===== src/sv/ddo_pkg.sv =====
// ddo_pkg: shared types, constants and tables for the odometry block.
// No dependencies.
package ddo_pkg;

    localparam int CORDIC_STEPS = 16;
    localparam int STEP_W = $clog2(CORDIC_STEPS + 1);
    localparam logic [25:0] DEG360 = 26'd23592960;
    localparam logic signed [27:0] DEG360_S = 28'sd23592960;
    localparam logic signed [27:0] DEG180_S = 28'sd11796480;
    localparam logic signed [27:0] DEG90_S = 28'sd5898240;
    localparam logic [21:0] RAD2DEG_Q16 = 22'd3754936;
    localparam logic signed [33:0] CORDIC_GAIN_Q30 = 34'sd652032874;
    localparam int QDEPTH = 2;

    localparam logic CFG_MODE = 1'b0;
    localparam logic CFG_WHEEL_BASE = 1'b1;

    typedef struct packed {
        logic signed [31:0] travel;
        logic signed [25:0] heading;
    } t_cmd;

    function automatic logic signed [27:0] atan_q16(input logic [4:0] i);
        logic signed [27:0] r;
        case (i)
            5'd0: r = 28'sd2949120;  5'd1: r = 28'sd1740967;
            5'd2: r = 28'sd919879;   5'd3: r = 28'sd466945;
            5'd4: r = 28'sd234379;   5'd5: r = 28'sd117266;
            5'd6: r = 28'sd58666;    5'd7: r = 28'sd29335;
            5'd8: r = 28'sd14668;    5'd9: r = 28'sd7334;
            5'd10: r = 28'sd3667;    5'd11: r = 28'sd1833;
            5'd12: r = 28'sd917;     5'd13: r = 28'sd458;
            5'd14: r = 28'sd229;     5'd15: r = 28'sd115;
            5'd16: r = 28'sd57;      5'd17: r = 28'sd29;
            5'd18: r = 28'sd14;      5'd19: r = 28'sd7;
            5'd20: r = 28'sd4;       5'd21: r = 28'sd2;
            5'd22: r = 28'sd1;
            default: r = 28'sd0;
        endcase
        return r;
    endfunction

endpackage


===== src/sv/ddo_queue.sv =====
// ddo_queue: short FIFO of commands between front and back.
// Uses ddo_pkg.
module ddo_queue import ddo_pkg::*; (
    input  logic i_clk,
    input  logic i_rst_n,
    input  logic i_push,
    input  t_cmd i_data,
    output logic o_full,
    input  logic i_pop,
    output logic o_nonempty,
    output t_cmd o_data
);
    t_cmd r_mem [QDEPTH];
    logic r_wp, r_rp;
    logic [1:0] r_cnt;

    assign o_full = (r_cnt == 2'(QDEPTH));
    assign o_nonempty = (r_cnt != 2'd0);
    assign o_data = r_mem[r_rp];

    always_ff @(posedge i_clk) begin
        if (!i_rst_n) begin
            r_wp <= 1'b0;
            r_rp <= 1'b0;
            r_cnt <= '0;
        end else begin
            if (i_push) r_wp <= ~r_wp;
            if (i_pop) r_rp <= ~r_rp;
            r_cnt <= r_cnt + 2'(i_push) - 2'(i_pop);
        end
        if (i_push) r_mem[r_wp] <= i_data;
    end
endmodule


===== config.mk =====
export PLATFORM = sky130hd
export DESIGN_NAME = ddo_queue
export DESIGN_NICKNAME = d
export VERILOG_FILES = /design/src/sv/ddo_pkg.sv /design/src/sv/ddo_queue.sv
export SDC_FILE = /design/constraint.sdc
export NUM_CORES = 1
export LEC_CHECK = 0
export BUFFER_PORTS_ARGS = -buffer_cell sky130_fd_sc_hd__buf_2
export CORE_ASPECT_RATIO = 0.5
export CORE_MARGIN = 1
export CORE_UTILIZATION = 52
export DETAILED_ROUTE_END_ITERATION = 10
export PLACE_DENSITY = 0.76
export SLEW_MARGIN = 25
export SYNTH_ARGS = -nofsm -noshare
export SYNTH_HDL_FRONTEND = slang
export SYNTH_SLANG_ARGS = --single-unit

===== constraint.sdc =====
create_clock -name i_clk -period 5 [get_ports i_clk]
set_input_delay 1.5 -clock i_clk [delete_from_list [all_inputs] [get_ports i_clk]]
set_output_delay 1.5 -clock i_clk [all_outputs]
set_load 0.1 [all_outputs]

# Word-level counts from Yosys, hierarchy flattened
# Memories as Yosys holds them, arrays and structs flattened. A register that Yosys moved wholly into a read port is not among the register bits.
# Cells that the tools add are included.
# W data, S select, Z words.
# totals
reg_bits	4
output_inout_bits	60
memories	1
ram_bits	116
elab_cells	14
# classes
muxes	4
addsub	2
n_bitwise	2
n_eq_ne	1
n_reduce_logical	1
# mem_list
memory	words	word_bits	read_ports	rd_clocked_by_memory_dff	write_ports	line	text
r_mem	2	58	1	1	1	ddo_queue.sv:13	t_cmd r_mem [QDEPTH];
# ops
cell	n
$mux W1	4
$add A2 B1 Y2	1
$eq A2 B2 Y1 const B	1
$not A1 Y1	2
$reduce_bool A2 Y1	1
$sub A2 B1 Y2	1

# Depth between registers and ports, before layout
# logic_depth
depth_word	3
ltp_mapped	6
depth_no_buf	6

# Least setup slack after synthesis
# Ideal clock, no wire load.
# synth_path
path_kind	input-to-reg
from	input i_push
to	memory r_mem[0][0] (netlist bit), enable pin
arrival_time_ns	4.089
slack_ns	0.429
required_time_ns	4.518
stages	1
path_buffers	0
path_cell_list	nor2b_1
# synth_between
elab_chain_len	2
# synth_rtl
item	line	text
start: declaration	ddo_queue.sv:6	input logic i_push,
$mux W1	ddo_queue.sv:31	if (i_push) r_mem[r_wp] <= i_data;
$mux W1 (not written as such)	ddo_queue.sv:31	
end: declaration	ddo_queue.sv:13	
# No other way between the ends.

==> impl_metrics.json <==
{
  "core_area_mm2": 0.00817,
  "netlist_instances": 201,
  "reg2reg_setup_slack_ns": 3.45,
  "timing.final.crit_period_ns": 3.82,
  "endpoint_kind": "output pin",
  "critical_path_class": "reg -> out",
  "min_path_cells": 2,
  "ys_ff_latch": 121,
  "cts_tree": "built",
  "finalCoreUtilization": 0.713,
  "antenna_found_initial": 0,
  "die_area_mm2": 0.00903,
  "track_usage": 0.181,
  "synth_fa_ha_area_frac": 0.00558,
  "die_w_um": 133,
  "rows": 23,
  "io_buffers": 121,
  "globalplace.congestion": 0.630,
  "cts_made_buffers": 17,
  "p_leak_uw": 0.00230,
  "slowest_stage": "dfxtp_2",
  "diodes": 0,
  "avgSynthCellArea_um2": 22.3,
  "tightest_slew_ns": 0.760,
  "fin_area_mm2": 0.00583,
  "post_dp_cell_area_mm2": 0.00523,
  "dp_slack_ns": 1.57,
  "num_io_pins": 122,
  "synth.cell_area_mm2": 0.00449,
  "vias": 2283,
  "endpoint": "o_data[25]",
  "nets": 404,
  "yosysSeqAreaShare": 0.798,
  "cts_setup_buffers": 0,
  "setup_viol": 0,
  "areaGrowthSynthToFinish_pct": 29.9,
  "grt_max_degree": 57,
  "ir_worst_vdd_uv": 276,
  "hpwl_um": 4940,
  "synth_compound_gate_area_share": 0.00167,
  "rr_endpoint": "r_mem[1][53]",
  "hold_buffers": 0,
  "holdWs_ns": 0.579,
  "clk_pin_slew_ns": 0.05,
  "routed_wl_um": 7730,
  "start_util": 0.549,
  "slew_violations": 0,
  "dieHeight_um": 67.7,
  "h-tree-depth": 4,
  "r2r_start": "r_wp",
  "grt_pass1_vias": 2406,
  "worstPathArrival_ns": 2.32,
  "power.density_mw_per_mm2": 513,
  "yosys.area_share.simple": 0.0125,
  "post_synth_mux_area_share": 0.162,
  "max_stage_delay_ns": 0.78,
  "drt_iter0_markers": 152,
  "viasPerCell": 4.91,
  "ys_warn_count": 0,
  "grt_pass1_wl_um": 11400,
  "detail-route-antenna-nets": 0,
  "synthXorXnorAreaFrac": 0.00697,
  "max_cap_violations": 0,
  "crit_path_start_kind": "flop",
  "clkSinkCount": 121,
  "cp.required_ns": 3.50,
  "fin_skew_ns": 0.00722,
  "rsz0062_at_grt": "no",
  "clock_latency_ns": 0.40,
  "worstPathCellList": "buf_4, mux2_2, buf_2",
  "clockBufferDepth": 2,
  "cts-root-buf": "clkbuf_16",
  "synth_top_family_by_area": "multiplexers",
  "status": "complete, no violations",
  "min-delay-path-class": "reg -> reg",
  "ff2ff_path_depth": 2,
  "drc_errors": 0,
  "grt_overflow": 0,
  "period_share": 0.764,
  "yosysUniqueCellTypes": 14,
  "cts.repair.resized": 0,
  "fmax_mhz": 262,
  "syn-num-nets": 265,
  "wl_per_cell_um": 16.6,
  "dr.pass1.iters": 4,
  "tns_ns": 0,
  "drive_above_1_share": 0.618,
  "worstPathMaxFanout": 28,
  "hold_violations": 0,
  "relSlewSlack": 0.493,
  "finalWorstSetupSlack_ns": 1.18
}
[worst min-delay path by stage]
stage,start,end,slack [ns]
final,r_rp,flop,0.58
after global routing,r_rp,flop,0.61
after CTS,r_rp,flop,0.59
after detailed placement,r_rp,flop,0.58
after global placement,r_rp,flop,0.56
after floorplan,r_rp,flop,0.55
[cells in the final DEF (no fill, tap or decap), drive strengths merged]
| cell type | synthesis | layout |
|---|---|---|
| or2 | 1 | 1 |
| mux2 | 58 | 58 |
| ha | 2 | 2 |
| o21a | 1 | 1 |
| xor2 | 1 | 1 |
| xnor3 | 1 | 1 |
| bufinv | 0 | 2 |
| clkbuf | 0 | 24 |
| clkinv | 0 | 5 |
| edfxtp | 116 | 116 |
| nor2b | 4 | 4 |
| buf | 6 | 126 |
| clkinvlp | 0 | 1 |
| and2 | 4 | 4 |
| dfxtp | 5 | 5 |
| inv | 2 | 2 |
[critical path, delay by kind of cell, from the launching register on]
| family | cells | cell delay, ns |
|---|---|---|
| muxes | 1 | 0.39 |
| DFF | 1 | 0.78 |
| buffers and inverters | 2 | 0.73 |
[synth_stat cells]
library cell  count  area (µm²)
o21a_1            1        7.51
and2_1            4        25.0
ha_1              2        25.0
xnor3_1           1        22.5
inv_1             2        7.51
dfxtp_1           5         100
mux2_2           38         428
nor2b_1           4        25.0
buf_2             3        15.0
buf_6             3        33.8
edfxtp_1        116        3480
xor2_1            1        8.76
or2_2             1        6.26
mux2_4           20         300
[registers in the layout (all words and copies together), names as in the netlist, named ones only]
name and cells:
r_mem 116, r_wp 1, r_rp 1, r_cnt 2
[per-layer routing]
layer,track usage,wire [µm],vias up
met1,0.187,2970,1128
met4,0.107,131,0
met2,0.328,4200,71
met5,0,0,-
met3,0.0676,420,13
li1,-,-,1071
[area by class of cell]
class,instances,area (µm²)
Tap cell,112,140
Timing Repair Buffer,126,643
Clock buffer,24,502
Multi-Input combinational cell,72,858
Fill cell,548,2340
Sequential cell,121,3580
Inverter,2,7.51
Clock inverter,8,92.6
[kinds of logic after synthesis]
family | count (synthesis)
flops | 121
xor+xnor | 2
mux | 58
compound gates | 1
fa+ha+maj | 2
buf+inv | 8
simple gates | 9
[report_power, final]
group / total [µW] / internal [µW] / switching [µW]
sequential: 1200 / 1170 / 24.4
combinational: 601 / 128 / 474
clock: 1190 / 794 / 398
total: 2990 / 2100 / 896
[metrics by stage]
step                instances  power, µW
finish                    465       2990
global route              465       3090
CTS                       465       3020
detailed placement        433       1820
global placement          433       1810
floorplan                 201       1730
No activity file was read; power rests on OpenSTA's default activity.
