### src/sv/ddo_pkg.sv
// ddo_pkg: shared types, constants and tables for the odometry block.
// No dependencies.
package ddo_pkg;

    localparam int CORDIC_STEPS = 16;
    localparam int STEP_W = $clog2(CORDIC_STEPS + 1);
    localparam logic [25:0] DEG360 = 26'd23592960;
    localparam logic signed [27:0] DEG360_S = 28'sd23592960;
    localparam logic signed [27:0] DEG180_S = 28'sd11796480;
    localparam logic signed [27:0] DEG90_S = 28'sd5898240;
    localparam logic [21:0] RAD2DEG_Q16 = 22'd3754936;
    localparam logic signed [33:0] CORDIC_GAIN_Q30 = 34'sd652032874;
    localparam int QDEPTH = 2;

    localparam logic CFG_MODE = 1'b0;
    localparam logic CFG_WHEEL_BASE = 1'b1;

    typedef struct packed {
        logic signed [31:0] travel;
        logic signed [25:0] heading;
    } t_cmd;

    function automatic logic signed [27:0] atan_q16(input logic [4:0] i);
        logic signed [27:0] r;
        case (i)
            5'd0: r = 28'sd2949120;  5'd1: r = 28'sd1740967;
            5'd2: r = 28'sd919879;   5'd3: r = 28'sd466945;
            5'd4: r = 28'sd234379;   5'd5: r = 28'sd117266;
            5'd6: r = 28'sd58666;    5'd7: r = 28'sd29335;
            5'd8: r = 28'sd14668;    5'd9: r = 28'sd7334;
            5'd10: r = 28'sd3667;    5'd11: r = 28'sd1833;
            5'd12: r = 28'sd917;     5'd13: r = 28'sd458;
            5'd14: r = 28'sd229;     5'd15: r = 28'sd115;
            5'd16: r = 28'sd57;      5'd17: r = 28'sd29;
            5'd18: r = 28'sd14;      5'd19: r = 28'sd7;
            5'd20: r = 28'sd4;       5'd21: r = 28'sd2;
            5'd22: r = 28'sd1;
            default: r = 28'sd0;
        endcase
        return r;
    endfunction

endpackage

### src/sv/ddo_back.sv
// ddo_back: CORDIC direction, position update and output register.
// Uses ddo_pkg.
module ddo_back import ddo_pkg::*; (
    input  logic               i_clk,
    input  logic               i_rst_n,
    input  logic               i_cmd_valid,
    input  t_cmd               i_cmd,
    output logic               o_cmd_pop,
    output logic               o_valid,
    input  logic               i_stall,
    output logic signed [31:0] o_pos_x,
    output logic signed [31:0] o_pos_y,
    output logic signed [15:0] o_dir_x,
    output logic signed [15:0] o_dir_y,
    output logic signed [31:0] o_travelled,
    output logic signed [25:0] o_heading_deg
);
    typedef enum logic [5:0] {
        B_IDLE = 6'b000001, B_FOLD = 6'b000010, B_ROT = 6'b000100,
        B_MUL = 6'b001000, B_ACC = 6'b010000, B_OUT = 6'b100000
    } t_bstate;

    t_bstate r_state, n_state;
    logic signed [27:0] r_a;
    logic signed [33:0] r_x, r_y;
    logic [STEP_W-1:0]  r_i;
    logic               r_flip;
    logic signed [32:0] r_dl;
    logic signed [15:0] r_dx, r_dy;
    logic signed [49:0] r_px, r_py;
    logic signed [31:0] r_accx, r_accy, r_prev;
    logic signed [31:0] r_trav;
    logic signed [25:0] r_head;

    logic signed [27:0] w_a0, w_a1;
    logic signed [33:0] w_xs, w_ys, w_xr, w_yr;
    logic signed [15:0] w_cx, w_cy;
    logic signed [50:0] w_sx, w_sy;

    assign o_cmd_pop = (r_state == B_IDLE) && i_cmd_valid;
    assign o_valid = (r_state == B_OUT);
    assign o_pos_x = r_accx;
    assign o_pos_y = r_accy;
    assign o_dir_x = r_dx;
    assign o_dir_y = r_dy;
    assign o_travelled = r_trav;
    assign o_heading_deg = r_head;

    always_comb begin
        w_a0 = 28'(r_head);
        if (w_a0 > DEG180_S) w_a0 = w_a0 - DEG360_S;
        if (w_a0 < -DEG180_S) w_a0 = w_a0 + DEG360_S;
        w_a1 = w_a0;
        if (w_a0 > DEG90_S) w_a1 = w_a0 - DEG180_S;
        else if (w_a0 < -DEG90_S) w_a1 = w_a0 + DEG180_S;
    end

    assign w_xs = r_x >>> r_i;
    assign w_ys = r_y >>> r_i;

    function automatic logic signed [15:0] rnd14(input logic signed [33:0] v);
        logic signed [33:0] t;
        t = (v + 34'sd32768) >>> 16;
        if (t > 34'sd16384) return 16'sd16384;
        if (t < -34'sd16384) return -16'sd16384;
        return 16'(t);
    endfunction

    assign w_xr = r_x;
    assign w_yr = r_y;
    assign w_cx = r_flip ? -rnd14(w_xr) : rnd14(w_xr);
    assign w_cy = r_flip ? -rnd14(w_yr) : rnd14(w_yr);

    function automatic logic signed [31:0] sat(input logic signed [50:0] v);
        if (v > 51'sd2147483647) return 32'sh7fffffff;
        if (v < -51'sd2147483648) return 32'sh80000000;
        return 32'(v);
    endfunction

    assign w_sx = 51'(r_accx) + 51'((r_px + 50'sd8192) >>> 14);
    assign w_sy = 51'(r_accy) + 51'((r_py + 50'sd8192) >>> 14);

    always_comb begin
        n_state = r_state;
        unique case (r_state)
            B_IDLE: if (i_cmd_valid) n_state = B_FOLD;
            B_FOLD: n_state = B_ROT;
            B_ROT:  if (r_i == STEP_W'(CORDIC_STEPS - 1)) n_state = B_MUL;
            B_MUL:  n_state = B_ACC;
            B_ACC:  n_state = B_OUT;
            B_OUT:  if (!i_stall) n_state = B_IDLE;
            default: n_state = B_IDLE;
        endcase
    end

    always_ff @(posedge i_clk) begin
        if (!i_rst_n) begin
            r_state <= B_IDLE;
            r_accx <= '0;
            r_accy <= '0;
            r_prev <= '0;
        end else begin
            r_state <= n_state;
            if (r_state == B_IDLE && i_cmd_valid) begin
                r_head <= i_cmd.heading;
                r_trav <= i_cmd.travel;
                r_dl <= 33'(i_cmd.travel) - 33'(r_prev);
                r_prev <= i_cmd.travel;
            end
            if (r_state == B_ACC) begin
                r_accx <= sat(w_sx);
                r_accy <= sat(w_sy);
            end
        end
        case (r_state)
            B_FOLD: begin
                r_a <= w_a1;
                r_flip <= (w_a0 > DEG90_S) || (w_a0 < -DEG90_S);
                r_x <= CORDIC_GAIN_Q30;
                r_y <= '0;
                r_i <= '0;
            end
            B_ROT: begin
                r_i <= r_i + STEP_W'(1);
                if (r_a >= 0) begin
                    r_x <= r_x - w_ys;
                    r_y <= r_y + w_xs;
                    r_a <= r_a - atan_q16(5'(r_i));
                end else begin
                    r_x <= r_x + w_ys;
                    r_y <= r_y - w_xs;
                    r_a <= r_a + atan_q16(5'(r_i));
                end
            end
            B_MUL: begin
                r_dx <= w_cx;
                r_dy <= w_cy;
                r_px <= 50'(r_dl * w_cx);
                r_py <= 50'(r_dl * w_cy);
            end
            default: ;
        endcase
    end
endmodule

### config.mk
export PLATFORM = sky130hd
export DESIGN_NAME = ddo_back
export DESIGN_NICKNAME = d
export VERILOG_FILES = /design/src/sv/ddo_pkg.sv /design/src/sv/ddo_back.sv
export SDC_FILE = /design/constraint.sdc
export NUM_CORES = 2
export LEC_CHECK = 0
export ABC_CLOCK_PERIOD_IN_PS = 11140
export BUFFER_PORTS_ARGS = -buffer_cell sky130_fd_sc_hd__buf_4
export CAP_MARGIN = 20
export CORE_ASPECT_RATIO = 0.6
export CORE_UTILIZATION = 53
export DETAILED_ROUTE_END_ITERATION = 10
export PLACE_DENSITY = 0.7
export SLEW_MARGIN = 10
export SYNTH_ARGS = -nofsm -noshare
export SYNTH_HDL_FRONTEND = slang
export SYNTH_SLANG_ARGS = --single-unit
### constraint.sdc
create_clock -name i_clk -period 11.14 [get_ports i_clk]
set_clock_uncertainty 0.05 [all_clocks]
set_input_delay 1.671 -clock i_clk [delete_from_list [all_inputs] [get_ports i_clk]]
set_output_delay 1.671 -clock i_clk [all_outputs]
set_load 0.005 [all_outputs]
; ---- Word-level counts from Yosys, hierarchy flattened
; Memory sizes are Yosys's and may differ from the RTL's. A register that Yosys moved wholly into a read port is not among the register bits.
; Index checks and enable logic that the tools add are counted.
[word_totals]
register_bits = 425
romBits = 1408
input_bits = 62
output_inout_bits = 156
elab_cells = 129
mem_count = 2
[classes]
addsub = 20
multipliers = 2
n_lt_le_gt_ge = 13
n_eq_ne = 10
shifts = 2
muxes = 59
n_reduce_logical = 5
[mem_list]
columns = memory, words, word_bits, rd, rd_ports_with_merged_regs, write_ports, line
row1 = (no name shown), 32, 22, 1, 1, 0, ddo_pkg.sv:25  ; case (i)
row2 = (no name shown), 32, 22, 1, 1, 0, ddo_pkg.sv:25
[ops]
columns = cell, count
row1 = $mux W32, 8
row2 = $mux W28, 9
row3 = $mux W16, 10
row4 = $pmux W34 S2, 2
row5 = $add A49 B15 Y50 const B, 2
row6 = $mul A33 B16 Y49, 2
row7 = $add A32 B36 Y37, 2
row8 = $gt A37 B32 Y1 const B, 2
row9 = $lt A37 B32 Y1 const B, 2
row10 = $add A34 B17 Y34 const B, 2
row11 = $add A34 B34 Y34, 2
row12 = $mux W34, 2
row13 = $sshr A34 B5 Y34, 2
row14 = $sub A34 B34 Y34, 2
row15 = $pmux W28 S2, 1
row16 = $gt A18 B16 Y1 const B, 2
row17 = $lt A18 B15 Y1 const B, 2
row18 = $pmux W6 S6, 1
row19 = $sub A32 B32 Y33, 1
row20 = $neg A16 Y16, 2
row21 = $add A28 B25 Y28 const B, 1
row22 = $add A28 B26 Y28 const B, 1
row23 = $add A28 B28 Y28, 1
row24 = $ge A28 B1 Y1 const B, 1
row25 = other kinds (25), 49

; ---- Longest topological paths before layout
[depth]
word_depth = 11
mapped_depth = 47
depth_no_buf = 43

; ---- Worst setup path after synthesis
; OpenSTA, ideal clock, no wires.
[synth_timing]
kind = register to register
from = register r_x[16]
to = register r_px[43], data pin
setup_ps = 262
t_arrival_ps = 10398
t_required_ps = 10828
path_slack_ps = 430
path_stages_with_launch = 48
n_path_buf = 4
synth_period_minus_slack_ps = 10710
cell_sequence = edfxtp_1 -> ha_1 -> clkbuf_1 -> nand4_1 -> nor2_1 -> and3_1 -> o21ai_0 -> o21ai_0 -> nand4_1 -> nor2_1 -> a21boi_1 -> clkbuf_1 -> nor2b_1 -> clkbuf_1 -> inv_1 -> ha_1 -> inv_1 -> nand2_1 -> [... 12 more ...] -> fa_1 -> inv_1 -> fa_1 -> inv_1 -> ha_1 -> nand2_1 -> o22ai_1 -> nor2_1 -> o31a_1 -> o31a_1 -> a2111oi_1 -> o211ai_1 -> a32oi_1 -> a21boi_1 -> o31ai_1 -> a41o_1 -> o31ai_1 -> xnor2_1
[synth_via]
elab_chain_len = 9
[synth_rtl]
columns = item, line
row1 = from (decl), ddo_back.sv:25  ; logic signed [33:0] r_x, r_y;
row2 = from (signal assigned), ddo_back.sv:126  ; r_x <= r_x - w_ys;
row3 = from (signal assigned), ddo_back.sv:130  ; r_x <= r_x + w_ys;
row4 = $add A34 B17 Y34 (*), ddo_back.sv:63  ; t = (v + 34'sd32768) >>> 16;
row5 = $lt A18 B15 Y1, ddo_back.sv:65  ; if (t < -34'sd16384) return -16'sd16384;
row6 = $mux W1 (2 in a row), ddo_back.sv:65
row7 = $mux W16, ddo_back.sv:66  ; return 16'(t);
row8 = $mux W16 (*), ddo_back.sv:65
row9 = $neg A16 Y16, ddo_back.sv:71  ; assign w_cx = r_flip ? -rnd14(w_xr) : rnd14(w_xr);
row10 = $mux W16 (*), ddo_back.sv:71
row11 = net w_cx[0], ddo_back.sv:37  ; logic signed [15:0] w_cx, w_cy;
row12 = $mul A33 B16 Y49 (*), ddo_back.sv:138  ; r_px <= 50'(r_dl * w_cx);
row13 = to (signal assigned), ddo_back.sv:138
row14 = to (decl), ddo_back.sv:30  ; logic signed [49:0] r_px, r_py;
; The timed path passes the listed nets; every way through them passes the cells marked *. The select of a mux whose other input is x is not followed.
; A chain may end at the register's enable or synchronous reset.

; ---- Worst setup path in the final report
[layout_timing]
from = register r_y[16]
to = register r_py[47], data pin
[layout_via]
elab_chain_len = 9
[layout_rtl]
columns = item, line
row1 = from (decl), ddo_back.sv:25
row2 = from (signal assigned), ddo_back.sv:127  ; r_y <= r_y + w_xs;
row3 = from (signal assigned), ddo_back.sv:131  ; r_y <= r_y - w_xs;
row4 = $add A34 B17 Y34 (*), ddo_back.sv:63
row5 = $lt A18 B15 Y1, ddo_back.sv:65
row6 = $mux W1 (2 in a row), ddo_back.sv:65
row7 = $mux W16, ddo_back.sv:66
row8 = $mux W16 (*), ddo_back.sv:65
row9 = $neg A16 Y16, ddo_back.sv:72  ; assign w_cy = r_flip ? -rnd14(w_yr) : rnd14(w_yr);
row10 = $mux W16 (*), ddo_back.sv:72
row11 = $mul A33 B16 Y49 (*), ddo_back.sv:139  ; r_py <= 50'(r_dl * w_cy);
row12 = to (signal assigned), ddo_back.sv:139
row13 = to (decl), ddo_back.sv:30
; Mark *: on every way between the ends. The rest lies on a longest branch, timed or not. The select of a mux whose other input is x is not followed.

==> metrics.md <==
| Metric | Value |
|---|---|
| Crit path from | r_y[16]$_SDFFCE_PP0N_ |
| Relative slew slack | 0.200 |
| Fin crit share | 0.957 |
| Area of the mapped netlist | 69300 µm² |
| R2r endpoint | r_py[47]$_DFFE_PP_ |
| Pin count of the biggest net entering global routing | 78 |
| Crit path top cell by count | fa_1 |
| Root Buffer | clkbuf_16 |
| Final weighted congestion in routability-driven placement | 1.01 |
| Longest Clk Path Bufs | 3 |
| Hold Buf Count CTS | 0 |
| Core area | 129000 µm² |
| Effective utilization at floorplan | 0.536 |
| Core Rows | 102 |
| Clock Latency Late Sink | 0.68 ns |
| ANT nets after route | 0 |
| Total Routing Usage GR | 0.321 |
| CTS tree | built |
| Fmax | 93.8 MHz |
| Via-per-instance ratio | 5.85 |
| Worst Path Arrival | 11.11 ns |
| Final Max Slew Viols | 0 |
| Post-synth top flop | edfxtp_1 |
| DRT Wirelength | 212000 µm |
| CP endpoint kind | flip-flop |
| Reg2reg start | r_y[16]$_SDFFCE_PP0N_ |
| Total gr overflow | 0 |
| Pre-Repair DR Iteration Count | 6 |
| Final hold vios | 0 |
| Net Count, Synth | 9258 |
| Die H | 282 µm |
| Worst Path Required | 11.59 ns |
| Post-synth EDFFs | 297 |
| Crit-path max FO | 10 |
| Worst slew pin tran | 1.20 ns |
| R2r worst-path depth | 37 |
| Layout area overhead | 8.47% |
| Antenna violations before repair | 7 |
| Vias | 56.2k |
| Die ar. | 132000 µm² |
| CP top delay family | adder cells |
| CP max stage cell | o311ai_2 |
| TritonCTS Buffers | 51 |
| Synth unique cells | 106 |
| Worst Path Class, Setup | reg2reg |
| Share of cells above drive strength 1 | 0.0919 |
| Reg2reg setup slack | 0.48 ns |
| PortBufs | 217 |
| Async SR Flop Fraction | 0 |
| Worst hold path type | reg2reg |
| Final Instance Count excl. Fillers | 9604 |
| Critical path buffers and inverters | 6 |
| Boundary Pins | 218 |
| Syn avg cell area | 8.95 µm² |
| NumNets Final | 9356 |
| DRC viols | 0 |
| H-tree levels | 2 |
| Largest stage delay on the critical path | 0.58 ns |
| Worst-path clk slew | 0.06 ns |
| Post-layout util | 0.581 |
| First-pass GRT wire length | 325000 µm |
| Final-report setup violation count | 0 |
| Max Cap Viol | 0 |
| Initial DRC count | 6534 |
| Number of global-route vias before repair | 54.6k |
| Crit path capture | r_py[47]$_DFFE_PP_ |
| DIE WIDTH | 469 µm |
| Pre-CTS WS | 0.183 ns |
| Register area share after synthesis | 0.165 |
| Fin crit period | 10.66 ns |
| Synth Register Bits | 421 |
| Worst path depth | 37 |
| Status | complete, no violations |
| Cells after Synth | 7745 |
| Post-route setup slack | 0.481 ns |
| Clock sink count | 421 |
| Post-DR wirelength/cell | 22.0 µm |
| Critical Path Source Type | flip-flop |
| Placed Instances | 9491 |
| Post-Route Setup TNS | 0 ns |
| HPWL after DPL | 167000 µm |
| Yosys warnings | 0 |
-- routing by layer --
metal / up-vias / global-route usage / wire, µm
li1: 25100 / - / -
met1: 27700 / 0.505 / 96800
met2: 3186 / 0.402 / 77200
met3: 197 / 0.142 / 35300
met4: 8 / 0.0427 / 2400
met5: - / 0.00325 / 96
-- state kept, by name (all words and copies together) (netlist names), 26 cells and up, named ones only --
name / flops
r_x: 34
r_dl: 33
r_a: 28
o_travelled: 32
r_prev: 32
r_y: 34
r_py: 36
o_pos_x: 32
r_px: 36
o_heading_deg: 26
o_pos_y: 32
-- worst register-to-register path: cells and delay by family (launching register included) --
family / cells / cell delay, ns
buffers and inverters: 6 / 0.49
adders and majority gates: 8 / 3.76
AOI/OAI and AO/OA: 10 / 2.64
xor gates and xnor gates: 1 / 0.21
DFF: 1 / 0.51
and+or+nand+nor: 12 / 2.84
-- through the flow --
stage          area, µm²  hold WS [ns]
2_1_floorplan      69300         0.393
3_3_place_gp       73000         0.402
3_5_place_dp       73000         0.408
4_1_cts            74900         0.416
5_1_grt            75200         0.428
6_report           75200         0.414
-- logic make-up after synthesis --
group | synth area share
adder cells (fa/ha/maj) | 0.371
flip-flops | 0.165
AO/OA/AOI/OAI | 0.110
buffers and inverters | 0.0972
AND/OR/NAND/NOR | 0.159
multiplexers | 0.0412
XOR/XNOR | 0.0578
-- cell usage in the layout (no fill, tap or decap), types with 17 or more instances in the layout --
| master | count |
|---|---|
| nand2b_1 | 63 |
| o211ai_1 | 26 |
| mux4_2 | 75 |
| a21o_1 | 122 |
| nor2_1 | 409 |
| a21oi_1 | 297 |
| a211oi_1 | 28 |
| edfxtp_1 | 297 |
| mux2_2 | 33 |
| o21a_1 | 68 |
| o21ai_0 | 273 |
| nand4_1 | 51 |
| fa_1 | 1004 |
| or3_1 | 31 |
| a31oi_1 | 31 |
| o22ai_1 | 20 |
| nand3_1 | 97 |
| nor2b_1 | 37 |
| nand2_1 | 1039 |
| xnor2_1 | 262 |
| and2_1 | 343 |
| inv_1 | 1380 |
| mux4_1 | 17 |
| o221a_2 | 26 |
| ha_1 | 446 |
| nor3_1 | 75 |
| buf_4 | 389 |
| mux2i_1 | 33 |
| o31ai_1 | 29 |
| clkbuf_16 | 56 |
| a21boi_0 | 51 |
| o21bai_1 | 32 |
| or2_2 | 28 |
| nor4_1 | 18 |
| xor2_1 | 189 |
| and3_1 | 58 |
| dfxtp_1 | 124 |
-- synth_stat cells, types with 10 or more instances --
cell / count / area (µm²)
a21oi_1: 297 / 1490
a31oi_1: 31 / 194
o21a_1: 68 / 510
nand3b_1: 10 / 75.1
nand2_1: 1039 / 3900
and3_1: 59 / 369
mux4_1: 17 / 447
o41ai_1: 11 / 96.3
nand3_1: 97 / 485
nand4_1: 51 / 319
a211oi_1: 29 / 218
buf_1: 19 / 71.3
and4_1: 16 / 140
o22ai_1: 20 / 125
o31a_1: 12 / 105
o31ai_1: 29 / 218
mux2i_1: 33 / 330
a21boi_0: 51 / 383
fa_1: 1004 / 20100
or3_1: 31 / 194
dfxtp_1: 124 / 2480
a21o_1: 122 / 916
xor2_1: 191 / 1670
and2_1: 343 / 2150
nor2b_1: 38 / 238
nor3b_1: 15 / 113
nand2b_1: 63 / 394
nor3_1: 77 / 385
o221a_2: 26 / 293
o211ai_1: 26 / 195
or2_2: 28 / 175
inv_1: 1382 / 5190
o21bai_1: 32 / 240
mux2_2: 33 / 372
mux4_2: 75 / 1690
nor4_1: 20 / 125
xnor2_1: 266 / 2330
edfxtp_1: 297 / 8920
nor2_1: 425 / 1600
ha_1: 447 / 5590
o21ai_0: 273 / 1370
clkbuf_1: 309 / 1160
-- final cells by class --
class	instances	area, µm²
clock buffers	73	1490
repair buffers	402	3160
flip-flops and latches	421	11400
clock inverters	22	338
diodes	3	7.51
inverters	1385	5200
multi-input cells	5582	51400
fillers	11300	54100
well taps	1716	2150
-- timing repair --
| action | CTS | global route |
|---|---|---|
| setup endpoints to repair | 0 | 37 |
| gates resized for setup | 0 | 21 |
| hold endpoints to repair | 0 | 0 |
| setup buffers | 0 | 10 |
-- worst min path at each step --
| stage | startpoint | endpoint | slack (ns) | cells after the start |
|---|---|---|---|---|
| 6_report | r_prev[28]$_SDFFE_PN0P_ | r_prev[28]$_SDFFE_PN0P_ | 0.41 | 2 |
| 5_1_grt | r_prev[14]$_SDFFE_PN0P_ | r_prev[14]$_SDFFE_PN0P_ | 0.43 | 2 |
| 4_1_cts | r_prev[25]$_SDFFE_PN0P_ | r_prev[25]$_SDFFE_PN0P_ | 0.42 | 2 |
| 3_5_place_dp | r_prev[18]$_SDFFE_PN0P_ | r_prev[18]$_SDFFE_PN0P_ | 0.41 | 2 |
| 3_3_place_gp | r_prev[11]$_SDFFE_PN0P_ | r_prev[11]$_SDFFE_PN0P_ | 0.40 | 2 |
| 2_1_floorplan | r_prev[2]$_SDFFE_PN0P_ | r_prev[2]$_SDFFE_PN0P_ | 0.39 | 2 |
Power is not shown: default switching activity piles up to over one toggle a cycle in this logic, so the estimate is an artifact.
