===== config.mk =====
export PLATFORM = sky130hd
export DESIGN_NAME = ddo_front
export DESIGN_NICKNAME = d
export VERILOG_FILES = /design/src/sv/ddo_pkg.sv /design/src/sv/ddo_front.sv
export SDC_FILE = /design/constraint.sdc
export NUM_CORES = 1
export LEC_CHECK = 0
export CAP_MARGIN = 20
export CORE_MARGIN = 4
export CORE_UTILIZATION = 25
export DETAILED_ROUTE_END_ITERATION = 10
export DONT_BUFFER_PORTS = 1
export HOLD_SLACK_MARGIN = 0.1
export PLACE_DENSITY_LB_ADDON = 0.15
export SETUP_SLACK_MARGIN = 0.15
export SYNTH_ARGS = -nofsm -noshare
export SYNTH_HDL_FRONTEND = slang
export SYNTH_SLANG_ARGS = --single-unit

===== constraint.sdc =====
create_clock -name i_clk -period 10.2 [get_ports i_clk]
set_clock_uncertainty 0.15 [all_clocks]
set_input_delay 1.02 -clock i_clk [delete_from_list [all_inputs] [get_ports i_clk]]
set_output_delay 1.02 -clock i_clk [all_outputs]
set_load 0.05 [all_outputs]

===== src/sv/ddo_pkg.sv =====
// ddo_pkg: shared types, constants and tables for the odometry block.
// No dependencies.
package ddo_pkg;

    localparam int CORDIC_STEPS = 16;
    localparam int STEP_W = $clog2(CORDIC_STEPS + 1);
    localparam logic [25:0] DEG360 = 26'd23592960;
    localparam logic signed [27:0] DEG360_S = 28'sd23592960;
    localparam logic signed [27:0] DEG180_S = 28'sd11796480;
    localparam logic signed [27:0] DEG90_S = 28'sd5898240;
    localparam logic [21:0] RAD2DEG_Q16 = 22'd3754936;
    localparam logic signed [33:0] CORDIC_GAIN_Q30 = 34'sd652032874;
    localparam int QDEPTH = 2;

    localparam logic CFG_MODE = 1'b0;
    localparam logic CFG_WHEEL_BASE = 1'b1;

    typedef struct packed {
        logic signed [31:0] travel;
        logic signed [25:0] heading;
    } t_cmd;

    function automatic logic signed [27:0] atan_q16(input logic [4:0] i);
        logic signed [27:0] r;
        case (i)
            5'd0: r = 28'sd2949120;  5'd1: r = 28'sd1740967;
            5'd2: r = 28'sd919879;   5'd3: r = 28'sd466945;
            5'd4: r = 28'sd234379;   5'd5: r = 28'sd117266;
            5'd6: r = 28'sd58666;    5'd7: r = 28'sd29335;
            5'd8: r = 28'sd14668;    5'd9: r = 28'sd7334;
            5'd10: r = 28'sd3667;    5'd11: r = 28'sd1833;
            5'd12: r = 28'sd917;     5'd13: r = 28'sd458;
            5'd14: r = 28'sd229;     5'd15: r = 28'sd115;
            5'd16: r = 28'sd57;      5'd17: r = 28'sd29;
            5'd18: r = 28'sd14;      5'd19: r = 28'sd7;
            5'd20: r = 28'sd4;       5'd21: r = 28'sd2;
            5'd22: r = 28'sd1;
            default: r = 28'sd0;
        endcase
        return r;
    endfunction

endpackage


===== src/sv/ddo_front.sv =====
// ddo_front: accepts samples, works out travelled total and heading.
// Mode 0 uses a 54-bit product and a bit-serial divider. Uses ddo_pkg.
module ddo_front import ddo_pkg::*; (
    input  logic               i_clk,
    input  logic               i_rst_n,
    input  logic               i_valid,
    output logic               o_stall,
    input  logic               i_mode,
    input  logic [30:0]        i_wheel_base,
    input  logic signed [31:0] i_left_dist,
    input  logic signed [31:0] i_right_dist,
    input  logic signed [31:0] i_center_dist,
    input  logic [24:0]        i_gyro_angle,
    output logic               o_cmd_valid,
    output t_cmd               o_cmd,
    input  logic               i_cmd_full
);
    typedef enum logic [4:0] {
        S_IDLE = 5'b00001, S_MUL = 5'b00010, S_DIV = 5'b00100,
        S_MOD = 5'b01000, S_OUT = 5'b10000
    } t_fstate;

    t_fstate r_state, n_state;
    logic [53:0] r_num;
    logic [30:0] r_den;
    logic [30:0] r_rem;
    logic [5:0]  r_cnt;
    logic        r_neg;
    logic [32:0] r_mag;
    logic signed [31:0] r_dist;
    logic signed [25:0] r_head;
    logic [25:0] r_q;

    logic signed [33:0] w_l, w_r, w_diff, w_sum;
    logic [31:0] w_rem_sh;
    logic [31:0] w_rem_sub;
    logic        w_qbit;
    logic [26:0] w_qmod;

    assign w_l = -{{2{i_left_dist[31]}}, i_left_dist};
    assign w_r = {{2{i_right_dist[31]}}, i_right_dist};
    assign w_diff = w_l - w_r;
    assign w_sum = w_l + w_r;
    assign w_rem_sh = {r_rem, r_num[53]};
    assign w_rem_sub = w_rem_sh - {1'b0, r_den};
    assign w_qbit = (w_rem_sh >= {1'b0, r_den});
    // quotient kept modulo 360 degrees as its bits come out
    assign w_qmod = {r_q, w_qbit} - {1'b0, DEG360};

    assign o_stall = (r_state != S_IDLE);
    assign o_cmd_valid = (r_state == S_OUT);
    assign o_cmd.travel = r_dist;
    assign o_cmd.heading = r_head;

    always_comb begin
        n_state = r_state;
        unique case (r_state)
            S_IDLE: if (i_valid) n_state = i_mode ? S_OUT : S_MUL;
            S_MUL:  n_state = S_DIV;
            S_DIV:  if (r_cnt == 6'd53) n_state = S_MOD;
            S_MOD:  n_state = S_OUT;
            S_OUT:  if (!i_cmd_full) n_state = S_IDLE;
            default: n_state = S_IDLE;
        endcase
    end

    always_ff @(posedge i_clk) begin
        if (!i_rst_n) r_state <= S_IDLE;
        else r_state <= n_state;
        case (r_state)
            S_IDLE: if (i_valid) begin
                if (i_mode) begin
                    r_dist <= i_center_dist;
                    r_head <= 26'(DEG360) - 26'({1'b0, i_gyro_angle});
                end else begin
                    r_dist <= 32'(w_sum >>> 1);
                    r_neg <= w_diff[33];
                    r_mag <= w_diff[33] ? 33'(-w_diff) : 33'(w_diff);
                    r_den <= (i_wheel_base == 31'd0) ? 31'd1 : i_wheel_base;
                end
            end
            S_MUL: begin
                r_num <= 54'(r_mag) * 54'(RAD2DEG_Q16);
                r_rem <= '0;
                r_cnt <= '0;
                r_q <= '0;
            end
            S_DIV: begin
                r_cnt <= r_cnt + 6'd1;
                r_num <= {r_num[52:0], w_qbit};
                r_rem <= w_qbit ? w_rem_sub[30:0] : w_rem_sh[30:0];
                r_q <= w_qmod[26] ? {r_q[24:0], w_qbit} : w_qmod[25:0];
            end
            S_MOD: ;
            default: ;
        endcase
        if (r_state == S_MOD) begin
            r_head <= r_neg ? -$signed(r_q) : $signed(r_q);
        end
    end
endmodule


; Word-level counts from Yosys, hierarchy flattened
; Index checks and enable logic that the tools add are counted.
; W data, S select, Z words.
[totals]
register_bits = 245
output_inout_bits = 60
wordCells = 59
in_bits = 157
[op_classes]
multipliers = 1
n_reduce_logical = 9
bitwise = 1
muxes = 18
eq_ne = 10
addsub = 9
n_lt_le_gt_ge = 1
[ops]
columns = cell, count
row1 = $mux W26, 6
row2 = $pmux W54 S2, 1
row3 = $pmux W31 S2, 1
row4 = $pmux W26 S2, 1
row5 = $mul A33 B19 Y51 const B, 1
row6 = $neg A34 Y34, 1
row7 = $sub A34 B32 Y34, 1
row8 = $add A33 B32 Y33, 1
row9 = $mux W33, 1
row10 = $neg A33 Y33, 1
row11 = $ge A32 B31 Y1, 1
row12 = $mux W32, 1
row13 = $logic_not A31 Y1, 1
row14 = $mux W31, 1
row15 = $sub A31 B31 Y31, 1
row16 = $sub A27 B25 Y27 const B, 1
row17 = $neg A26 Y26, 1
row18 = $sub A25 B25 Y26 const A, 1
row19 = $pmux W5 S5, 1
row20 = $mux W5, 4
row21 = $pmux W6 S2, 1
row22 = $reduce_and A3 Y1, 3
row23 = $reduce_bool A2 Y1, 4
row24 = $add A6 B1 Y6 const B, 1
row25 = 10 further kinds, 12

; Logic depth before layout (Yosys ltp)
; Gate-level depths: netlist of the first run.
[depth]
ltp_word = 5
mapped_depth = 24
depth_no_buf = 23

; Worst setup path after synthesis of the first run
; Ideal clock, no wire load.
[synth_timing]
path_kind = reg2reg
startpoint = reg r_state[0]
endpoint = reg r_cnt[0] (enable)
t_arrival_ns = 6.281
setup_ns = 0.626
n_path_buf = 0
synth_period_minus_slack_ns = 7.056
path_stages_with_launch = 3
path_slack_ns = 3.144
required_time_ns = 9.424
path_cell_list = dfxtp_1 -> or3_1 -> a21oi_1
[synth_between]
elab_chain_cells = 2
[synth_lines]
columns = element, line
row1 = start: declaration, ddo_front.sv:23  ; t_fstate r_state, n_state;
row2 = start signal: assignment, ddo_front.sv:69  ; else r_state <= n_state;
row3 = $eq A5 B3 Y1 / $eq A5 B2 Y1 (equally long branches), ddo_front.sv:70  ; case (r_state)
row4 = $reduce_bool A2 Y1 (no source line) (*), -
row5 = end signal: assignment, ddo_front.sv:89  ; r_cnt <= r_cnt + 6'd1;
row6 = end: declaration, ddo_front.sv:27  ; logic [5:0] r_cnt;
; Every way passes the cells marked *; elsewhere a longest branch is shown, timed or not.
; A chain may end at the register's enable or synchronous reset.

; Worst setup path after layout of the first run
[layout_timing]
startpoint = reg r_mag[12]
endpoint = reg r_num[49], data pin
[layout_between]
elab_chain_cells = 2
[layout_lines]
columns = element, line
row1 = start: declaration, ddo_front.sv:29  ; logic [32:0] r_mag;
row2 = start signal: assignment, ddo_front.sv:78  ; r_mag <= w_diff[33] ? 33'(-w_diff) : 33'(w_diff);
row3 = $mul A33 B19 Y51, ddo_front.sv:83  ; r_num <= 54'(r_mag) * 54'(RAD2DEG_Q16);
row4 = $pmux W54 S2, ddo_front.sv:70
row5 = end signal: assignment, ddo_front.sv:83
row6 = end signal: assignment, ddo_front.sv:90  ; r_num <= {r_num[52:0], w_qbit};
row7 = end: declaration, ddo_front.sv:24  ; logic [53:0] r_num;
; No other way between the ends.

==> results of run 1 <==
## routing by layer
layer,global-route usage,vias up,wire (µm)
met4,0.0312,0,1580
met3,0.0266,71,3910
met5,0,-,0
met1,0.173,9699,36800
met2,0.229,334,38000
li1,-,10400,-
## placed cells by master (no fill, tap or decap), types with 8 or more instances in the layout
| cell | netlist | layout |
|---|---|---|
| a221oi_1 | 8 | 8 |
| o31ai_1 | 19 | 19 |
| nand2b_1 | 30 | 30 |
| nor4_1 | 29 | 29 |
| xnor2_1 | 145 | 145 |
| o21ai_0 | 133 | 131 |
| nor2_1 | 223 | 221 |
| or3_1 | 28 | 28 |
| o21a_1 | 19 | 19 |
| nand4_1 | 15 | 15 |
| and2_1 | 36 | 36 |
| edfxtp_1 | 237 | 237 |
| xor2_1 | 86 | 86 |
| o21bai_1 | 25 | 25 |
| mux2i_1 | 25 | 25 |
| buf_4 | 0 | 11 |
| nand2_1 | 184 | 183 |
| or4_1 | 9 | 9 |
| a31oi_1 | 24 | 24 |
| mux2_2 | 10 | 10 |
| nor3_1 | 46 | 46 |
| o211ai_1 | 18 | 18 |
| clkinv_1 | 1 | 10 |
| inv_1 | 646 | 645 |
| ha_1 | 320 | 320 |
| nand3_1 | 42 | 42 |
| clkbuf_16 | 0 | 38 |
| or2_2 | 10 | 9 |
| and3_1 | 16 | 16 |
| o31a_1 | 8 | 8 |
| a31o_2 | 8 | 8 |
| fa_1 | 267 | 267 |
| a21o_1 | 53 | 53 |
| a21oi_1 | 166 | 165 |
| nor2b_1 | 28 | 28 |
| a211oi_1 | 22 | 22 |
## how the worst min path moves through the flow
stage / cells past startpoint / slack [ns] / end
global placement: 2 / 0.34 / r_num[6]$_DFFE_PP_
global route: 1 / 0.32 / r_state[1]$_SDFFE_PN0P_
CTS: 1 / 0.30 / r_state[1]$_SDFFE_PN0P_
finish: 2 / 0.35 / r_num[6]$_DFFE_PP_
floorplan: 2 / 0.33 / r_num[4]$_DFFE_PP_
detailed placement: 2 / 0.34 / r_num[8]$_DFFE_PP_
## kinds of logic (layout without fill, tap and decap cells)
| family | count (synthesis) | in the layout | synth area share |
|---|---|---|---|
| xor gates and xnor gates | 232 | 232 | 0.0702 |
| muxes | 35 | 35 | 0.0125 |
| buffers and inverters | 749 | 729 | 0.0970 |
| and+or+nand+nor | 725 | 725 | 0.120 |
| adders and majority gates | 587 | 587 | 0.322 |
| AOI/OAI and AO/OA | 585 | 585 | 0.130 |
| DFF | 242 | 242 | 0.248 |
## stage by stage
stage                      util  cell area (µm²)  std cells  setup WS, ns
after global placement    0.267            30700       4578          2.38
after CTS                 0.278            31900       4646          2.33
final                     0.278            31900       4647          2.44
after detailed placement  0.267            30700       4578          2.30
after floorplan               -            29100       3155          3.14
after global routing      0.278            31900       4647          2.06
## state kept, by name, summed over array words and instances, names as in the netlist
name	cells
r_cnt	6
r_den	31
r_dist	32
r_head	26
r_mag	33
r_neg	1
r_num	51
r_q	26
r_rem	31
r_state	5
## final cells by class
| class | count | area [µm²] | area share |
|---|---|---|---|
| timing repair buffer | 12 | 87.6 | 0.00274 |
| sequential | 242 | 7220 | 0.226 |
| multi-input combinational | 2164 | 19100 | 0.598 |
| clock inverter | 24 | 240 | 0.00752 |
| clock buffer | 44 | 973 | 0.0305 |
| tap | 1512 | 1890 | 0.0593 |
| inverter | 649 | 2440 | 0.0763 |
## critical path, cell delays in order (launching register included)
cell       delay (ns)
edfxtp_1         0.58
fa_1             0.68
inv_1            0.08
fa_1             0.50
inv_1            0.05
fa_1             0.49
inv_1            0.05
fa_1             0.52
inv_1            0.05
fa_1             0.54
inv_1            0.06
fa_1             0.52
inv_1            0.04
ha_1             0.39
and3_1           0.22
and4_1           0.25
nand2_1          0.06
a2111oi_0        0.88
o21ai_0          0.35
nand2_1          0.18
o21ai_0          0.22
o31ai_1          0.33
xnor2_1          0.15
a21oi_1          0.08
==> impl_metrics.yaml, run 1 <==
run_status:
  status: "finished clean"
worst_hold_path:
  min_path_type: "reg -> reg"
  hold_start: "r_num[5]$_DFFE_PP_"
timing:
  tightest_slew_ns: 1.13
  maxSlewViolCount: 0
  fmax_mhz: 129
  grt_setup_unrepaired: "false"
  hold_viol: 0
  period_needed_ns: 7.76
  finalSetupViolCount: 0
  slew_headroom: 0.227
  final.setup.tns_ns: 0
  holdWs_ns: 0.349
  fin_crit_sh: 0.760
logic_synthesis:
  yosys_warnings: 0
  synth_top_cell_by_area: "edfxtp_1"
  syn_avg_cell_area_um2: 9.21
  syn_inst: 3155
  synth_commonest_cells: "inv_1 (646), ha_1 (320), fa_1 (267), edfxtp_1 (237), nor2_1 (223)"
  netlist.area_leader.share: 0.245
  syn-num-nets: 3899
  yosys.cell_count.top_type: "inv_1"
  synth_cell_type_count: 80
  synth_edf_count: 237
  synth.cell_area_um2: 29100
  synth_flop_cell: "edfxtp_1"
  synthArstFlopShare: 0
  yosys-top-cells-area: "edfxtp_1 (24%), fa_1 (18%), ha_1 (14%), inv_1 (8.3%), xnor2_1 (4.4%)"
  yosysSeqAreaShare: 0.248
  ys_ff_latch: 242
floorplanning:
  die_area_um2: 122000
  io_pins: 217
  core_area_um2: 115000
  die_y_um: 349
  die_w_um: 349
  rows: 124
  initial_core_util: 0.253
setup_path:
  startpoint_type: "register"
  rr_worst_depth: 23
  r2r_end: "r_num[49]$_DFFE_PP_"
  crit_arrival_ns: 7.91
  r2r-start: "r_mag[12]$_DFFE_PP_"
  cp-end-kind: "register"
  crit_path_max_fanout: 8
  crit_end: "r_num[49]$_DFFE_PP_"
  cp-startpoint: "r_mag[12]$_DFFE_PP_"
  path_class: "reg -> reg"
  regToRegSetupSlack_ns: 2.44
  cp.required_ns: 10.36
cts:
  clk_latency_ns: 0.61
  cts_max_level: 2
  cts.sinks: 242
  post_cts_resized: 0
  cts_tree: "done"
  clkTransAtPathRegs_ns: 0.06
  cts-root-buf: "clkbuf_16"
  numCtsBuffers: 38
  cts-hold-fix-buffers: 0
  clock_path_buffers: 3
  postCtsSetupRepairBufs: 0
placement:
  portBuffers: 0
  place.gp.congestion: 0.817
  dp_hpwl_mm: 66.1
routing:
  post-route-drc-count: 0
  wl_per_cell_um: 17.3
  vias: 20500
  drtIter0Drc: 830
  drt_wl_total_mm: 80.3
  dr.pass1.iters: 5
  drtAntennaViolNets: 0
  viasPerCell: 4.41
cells_and_area:
  layout-drive-gt1-share: 0.0389
  final_nets: 3851
  antennaDiodeCount: 0
  area_growth_pct: 9.85
  num-fill-cells: 12400
global_routing:
  overflow: 0
  antenna_found_initial: 1
  grt_use_total: 0.133
  grt_pass1_vias: 22300
  grt_pass1_wl_mm: 128
  grt_max_degree: 81
flow_run:
  maxCapViolations: 0
Power of run 1 is left out: the tool's default activity adds up to more than one toggle a clock period on the data nets, which glitch-free logic cannot reach.
==> run 2: changes to the inputs <==
==> constraint.sdc (replaced) <==
create_clock -name i_clk -period 7.2 [get_ports i_clk]
set_clock_uncertainty 0.15 [all_clocks]
set_input_delay 0.72 -clock i_clk [delete_from_list [all_inputs] [get_ports i_clk]]
set_output_delay 0.72 -clock i_clk [all_outputs]
set_load 0.05 [all_outputs]
==> run 2 against run 1 <==
  * Global-route usage increased by 0.11 points
  * Register-to-register slack got worse by 2.0 ns
  * Sequential share of layout area decreased by 0.72 points
  * Worst hold slack got worse by 0.17 ns
  * Critical endpoint is now r_num[53]$_DFFE_PP_
  * Final area increased by 3.3%
  * Flip-flop and latch count unchanged
==> impl_metrics.yaml, run 2 (synthesis gave the netlist of run 1 again) <==
cells_and_area:
  final_nets: 3956
  reg_top3: "r_num x51, r_mag x33, r_dist x32"
  num-fill-cells: 12300
  antennaDiodeCount: 0
  layout-drive-gt1-share: 0.0676
  mostFrequentLayoutCells: "inv_1 (645), ha_1 (318), fa_1 (266), edfxtp_1 (237), nor2_1 (221)"
  area_growth_pct: 13.5
  top_register: "r_num"
  final_common_cell: "inv_1"
  largest_reg_flops: 51
worst_hold_path:
  min_path_type: "in -> reg"
cts:
  cts_tree: "done"
  clkTransAtPathRegs_ns: 0.05
  clock_path_buffers: 3
  cts.sinks: 242
  cts-root-buf: "clkbuf_16"
  clk_latency_ns: 0.60
  cts_max_level: 2
  numCtsBuffers: 39
routing:
  dr.pass1.iters: 5
  drtIter0Drc: 676
  viasPerCell: 4.39
  post-route-drc-count: 0
  vias: 20900
  drtAntennaViolNets: 0
  wl_per_cell_um: 17.2
  drt_wl_total_mm: 81.6
global_routing:
  overflow: 0
  grt_use_total: 0.134
  grt_pass1_wl_mm: 129
  antenna_found_initial: 0
  grt_max_degree: 66
  grt_pass1_vias: 22600
flow_run:
  maxCapViolations: 0
floorplanning:
  initial_core_util: 0.253
  core_area_um2: 115000
  die_y_um: 349
  rows: 124
  die_area_um2: 122000
  die_w_um: 349
  io_pins: 217
timing:
  final.setup.tns_ns: 0
  period_needed_ns: 6.75
  finalSetupViolCount: 0
  fin_crit_sh: 0.938
  grt_setup_unrepaired: "true"
  maxSlewViolCount: 0
  slew_headroom: 0.327
  tightest_slew_ns: 1.01
  fmax_mhz: 148
  hold_viol: 0
setup_path:
  cp-end-kind: "register"
  cp.required_ns: 7.37
  path_class: "reg -> reg"
  crit_arrival_ns: 6.92
  crit_path_max_fanout: 3
  startpoint_type: "register"
placement:
  place.gp.congestion: 0.800
  dp_hpwl_mm: 66.7
  portBuffers: 0
run_status:
  status: "finished clean"
-- run 2: changes by cell type in the layout (fill, tap and decap cells not counted), moves of 3 or more --
cell / change
a31oi_1: -4
a31oi_2: +4
buf_4: +70
clkinv_1: -3
dlygate4sd3_1: +34
o21ai_0: -6
o21ai_1: +4
-- run 2: worst paths after layout --
check	startpoint	to	slack (ns)	cells past startpoint
worst max-delay path	r_mag[11]$_DFFE_PP_	r_num[53]$_DFFE_PP_	0.45	25
worst min-delay path	i_center_dist[14]	r_dist[14]$_DFFE_PP_	0.17	2
worst max register to register	r_mag[11]$_DFFE_PP_	r_num[53]$_DFFE_PP_	0.45	25
worst min register to register	r_num[7]$_DFFE_PP_	r_num[8]$_DFFE_PP_	0.36	2
-- run 2: worst max-delay path, stage by stage (launching register included) --
cell and delay (ns):
edfxtp_1 0.46, buf_4 0.20, fa_1 0.58, inv_1 0.07, fa_1 0.50, inv_1 0.07
fa_1 0.51, inv_1 0.06, fa_1 0.53, inv_1 0.06, fa_1 0.52, inv_1 0.06
fa_1 0.54, inv_1 0.05, ha_1 0.28, and3_1 0.18, and4_4 0.25, nand2_1 0.09
a2111oi_4 0.27, buf_4 0.15, o21ai_0 0.12, nand2_1 0.17, o2111ai_2 0.17, a31o_2 0.28
a21oi_1 0.15, a211oi_1 0.06
-- run 2: repair_timing --
action | 4_1_cts | 5_1_grt
hold endpoints to repair | 33 | 0
resized for setup | 0 | 34
pin swaps | 0 | 6
endpoints found under the setup margin | 5 | 18
hold buffers | 34 | 0
buffers inserted | 1 | 31
-- run 2: cell type report --
cell class / instances / area, µm² / share of cell area
flip-flops and latches: 242 / 7220 / 0.219
multi-input cells: 2164 / 19200 / 0.583
clock inverters: 24 / 251 / 0.00763
well taps: 1512 / 1890 / 0.0574
repair buffers: 116 / 960 / 0.0291
clock buffers: 45 / 998 / 0.0303
inverters: 649 / 2440 / 0.0739
-- run 2: metal layers --
layer,GRT usage,routed length (µm),vias to the layer above
li1,-,-,10600
met1,0.170,36700,9815
met2,0.235,39100,355
met3,0.0260,4050,89
met4,0.0330,1800,0
met5,0,0,-
-- run 2: stage by stage --
step | setup slack (ns) | instance area (µm²) | instances | utilization | hold WS (ns)
6_report | 0.450 | 33000 | 4752 | 0.287 | 0.174
5_1_grt | 0.0963 | 33000 | 4752 | 0.287 | 0.144
4_1_cts | 0.177 | 32600 | 4721 | 0.284 | 0.108
3_5_place_dp | 0.109 | 31000 | 4617 | 0.270 | 0.349
3_3_place_gp | 0.127 | 31000 | 4617 | 0.270 | 0.337
2_1_floorplan | 0.696 | 29100 | 3155 | - | 0.334
Power of run 2 is left out for the same reason.
==> run 3: changes to the inputs <==
--- a/config.mk
+++ b/config.mk
@@ -5,11 +5,12 @@
 export SDC_FILE = /design/constraint.sdc
 export NUM_CORES = 1
 export LEC_CHECK = 0
-export CAP_MARGIN = 20
+export CAP_MARGIN = 25
 export CORE_MARGIN = 4
 export CORE_UTILIZATION = 25
 export DETAILED_ROUTE_END_ITERATION = 10
 export DONT_BUFFER_PORTS = 1
+export GPL_TIMING_DRIVEN = 0
 export HOLD_SLACK_MARGIN = 0.1
 export PLACE_DENSITY_LB_ADDON = 0.15
 export SETUP_SLACK_MARGIN = 0.15
==> run 3 against run 2 <==
  * Final area increased by 0.63%
  * Count of clock-buffer cells in the layout decreased by 4
  * Critical path depth shrank 1
  * First-iteration DRC count up 27%
  * Via count up 1.9%
  * Global-route usage up 0.44 points
  * Final cell count is 1.2% higher
==> impl_metrics.yaml, run 3 (synthesis gave the netlist of run 1 again) <==
cts:
  clock_path_buffers: 3
  cts-root-buf: "clkbuf_16"
  cts_max_level: 2
  clk_latency_ns: 0.61
  cts_tree: "done"
  cts.sinks: 242
  numCtsBuffers: 37
  clkTransAtPathRegs_ns: 0.06
placement:
  dp_hpwl_mm: 70.1
  dpl.cell_count: 4679
  place.gp.congestion: 0.801
  post-place-ws_ns: -0.783
  portBuffers: 0
cells_and_area:
  mostFrequentLayoutCells: "inv_1 (645), ha_1 (312), fa_1 (266), edfxtp_1 (237), nor2_1 (222)"
  num-fill-cells: 12400
  multi_input_area_um2: 19300
  largest_reg_flops: 51
  area_growth_pct: 14.2
  final_nets: 4013
  layout-drive-gt1-share: 0.0689
  final_common_cell: "inv_1"
  reg_top3: "r_num x51, r_mag x33, r_dist x32"
  seq_area_um2: 7220
  top_register: "r_num"
  final_cells: 4809
run_status:
  status: "finished clean"
worst_hold_path:
  min_path_type: "in -> reg"
  hold_start: "i_wheel_base[25]"
  hold_end: "r_den[25]$_SDFFCE_PN0P_"
  whs_path_depth: 1
timing:
  slew_headroom: 0.366
  tightest_slew_ns: 0.946
  fin_crit_sh: 0.945
  hold_viol: 0
  maxSlewViolCount: 0
  layout_setup_ws_ns: 0.399
  fmax_mhz: 147
  grt_setup_unrepaired: "false"
  finalSetupViolCount: 0
  period_needed_ns: 6.80
routing:
  post-route-drc-count: 0
  drtIter0Drc: 859
  vias: 21300
  route.met3.wl_mm: 3.19
  dr.pass1.iters: 4
  met1_length_mm: 39.4
  drt_wl_total_mm: 84.7
  top_layer_used: "met4"
  drtAntennaViolNets: 0
  viasPerCell: 4.42
  wl_per_cell_um: 17.6
  wl_met2_mm: 40.4
floorplanning:
  rows: 124
  initial_core_util: 0.253
  io_pins: 217
  die_y_um: 349
  die_w_um: 349
  core_area_um2: 115000
  die_area_um2: 122000
global_routing:
  grt_use_total: 0.139
  grt_pass1_wl_mm: 132
  grt_pass1_vias: 22700
  grt_max_degree: 34
  overflow: 0
  antenna_found_initial: 0
setup_path:
  regToRegSetupSlack_ns: 0.40
  path_cells: "buf_4 > fa_1 > inv_1 > fa_1 > inv_1 > fa_1 > inv_1 > fa_1 > inv_1 > fa_1 > inv_1 > fa_1 > inv_1 > ha_4 > and3_1 > and4_4 > nand2_1 > and3_1 > o31a_1 > nand2_2 > o2111ai_2 > a31o_2 > a21oi_4 > a211oi_4"
  rr_worst_depth: 24
  r2r_end: "r_num[53]$_DFFE_PP_"
  cp-end-kind: "register"
  path_class: "reg -> reg"
  crit_path_max_fanout: 7
  crit_slowest_cell: "fa_1"
  startpoint_type: "register"
  cp.required_ns: 7.38
  crit_arrival_ns: 6.98
  r2r-start: "r_mag[12]$_DFFE_PP_"
  crit_path_max_incr_delay_ns: 0.57
flow_run:
  maxCapViolations: 0
-- run 3: cell types whose count changed in the layout (fill, tap and decap cells not counted), moves of 5 or more --
cell,before,now
buf_1,0,8
buf_12,0,7
buf_2,0,8
buf_4,81,58
clkbuf_1,6,88
dlygate4sd3_1,34,5
ha_1,318,312
ha_4,1,6
-- run 3: worst max path at each step --
| stage | end | slack [ns] | from |
|---|---|---|---|
| floorplan | r_num[49]$_DFFE_PP_ | 0.70 | r_mag[9]$_DFFE_PP_ |
| global placement | r_num[53]$_DFFE_PP_ | -1.39 | r_mag[9]$_DFFE_PP_ |
| detailed placement | r_num[53]$_DFFE_PP_ | -0.78 | r_mag[9]$_DFFE_PP_ |
| CTS | r_num[49]$_DFFE_PP_ | 0.07 | r_mag[10]$_DFFE_PP_ |
| global route | r_num[52]$_DFFE_PP_ | 0.15 | r_mag[16]$_DFFE_PP_ |
| finish | r_num[53]$_DFFE_PP_ | 0.40 | r_mag[12]$_DFFE_PP_ |
-- run 3: critical path, delay by kind of cell, from the launching register on --
family	cells	cell delay [ns]
DFF	1	0.50
AOI/OAI and AO/OA	5	1.00
and+or+nand+nor	5	0.86
buffers and inverters	7	0.55
adders and majority gates	7	3.46
-- run 3: final cells by class --
type	instances	share of cell area
diodes	2	0.000151
multi-input cells	2164	0.583
flip-flops and latches	242	0.218
plain buffers	100	0.0116
repair buffers	75	0.0207
inverters	649	0.0734
clock inverters	24	0.00837
well taps	1512	0.0570
clock buffers	41	0.0284
-- run 3: timing repair --
item,4_1_cts,5_1_grt
setup buffers,32,26
endpoints found under the hold margin,6,0
setup endpoints to repair,22,36
hold buffers,5,0
pin swaps,5,13
resized for setup,16,50
-- run 3: per-stage QoR --
step                area [µm²]  setup TNS, ns  utilization  hold WS (ns)
floorplan                29100              0            -         0.334
global route             33200              0        0.289         0.123
CTS                      32800              0        0.285         0.101
global placement         31000         -30.07        0.270         0.355
detailed placement       31200          -9.75        0.272         0.355
finish                   33200              0        0.289         0.154
-- run 3: layer usage --
layer	GRT usage	vias up
met5	0	-
met4	0.0323	0
met3	0.0231	70
met2	0.241	293
met1	0.180	10200
li1	-	10700
Power of run 3 is left out for the same reason.
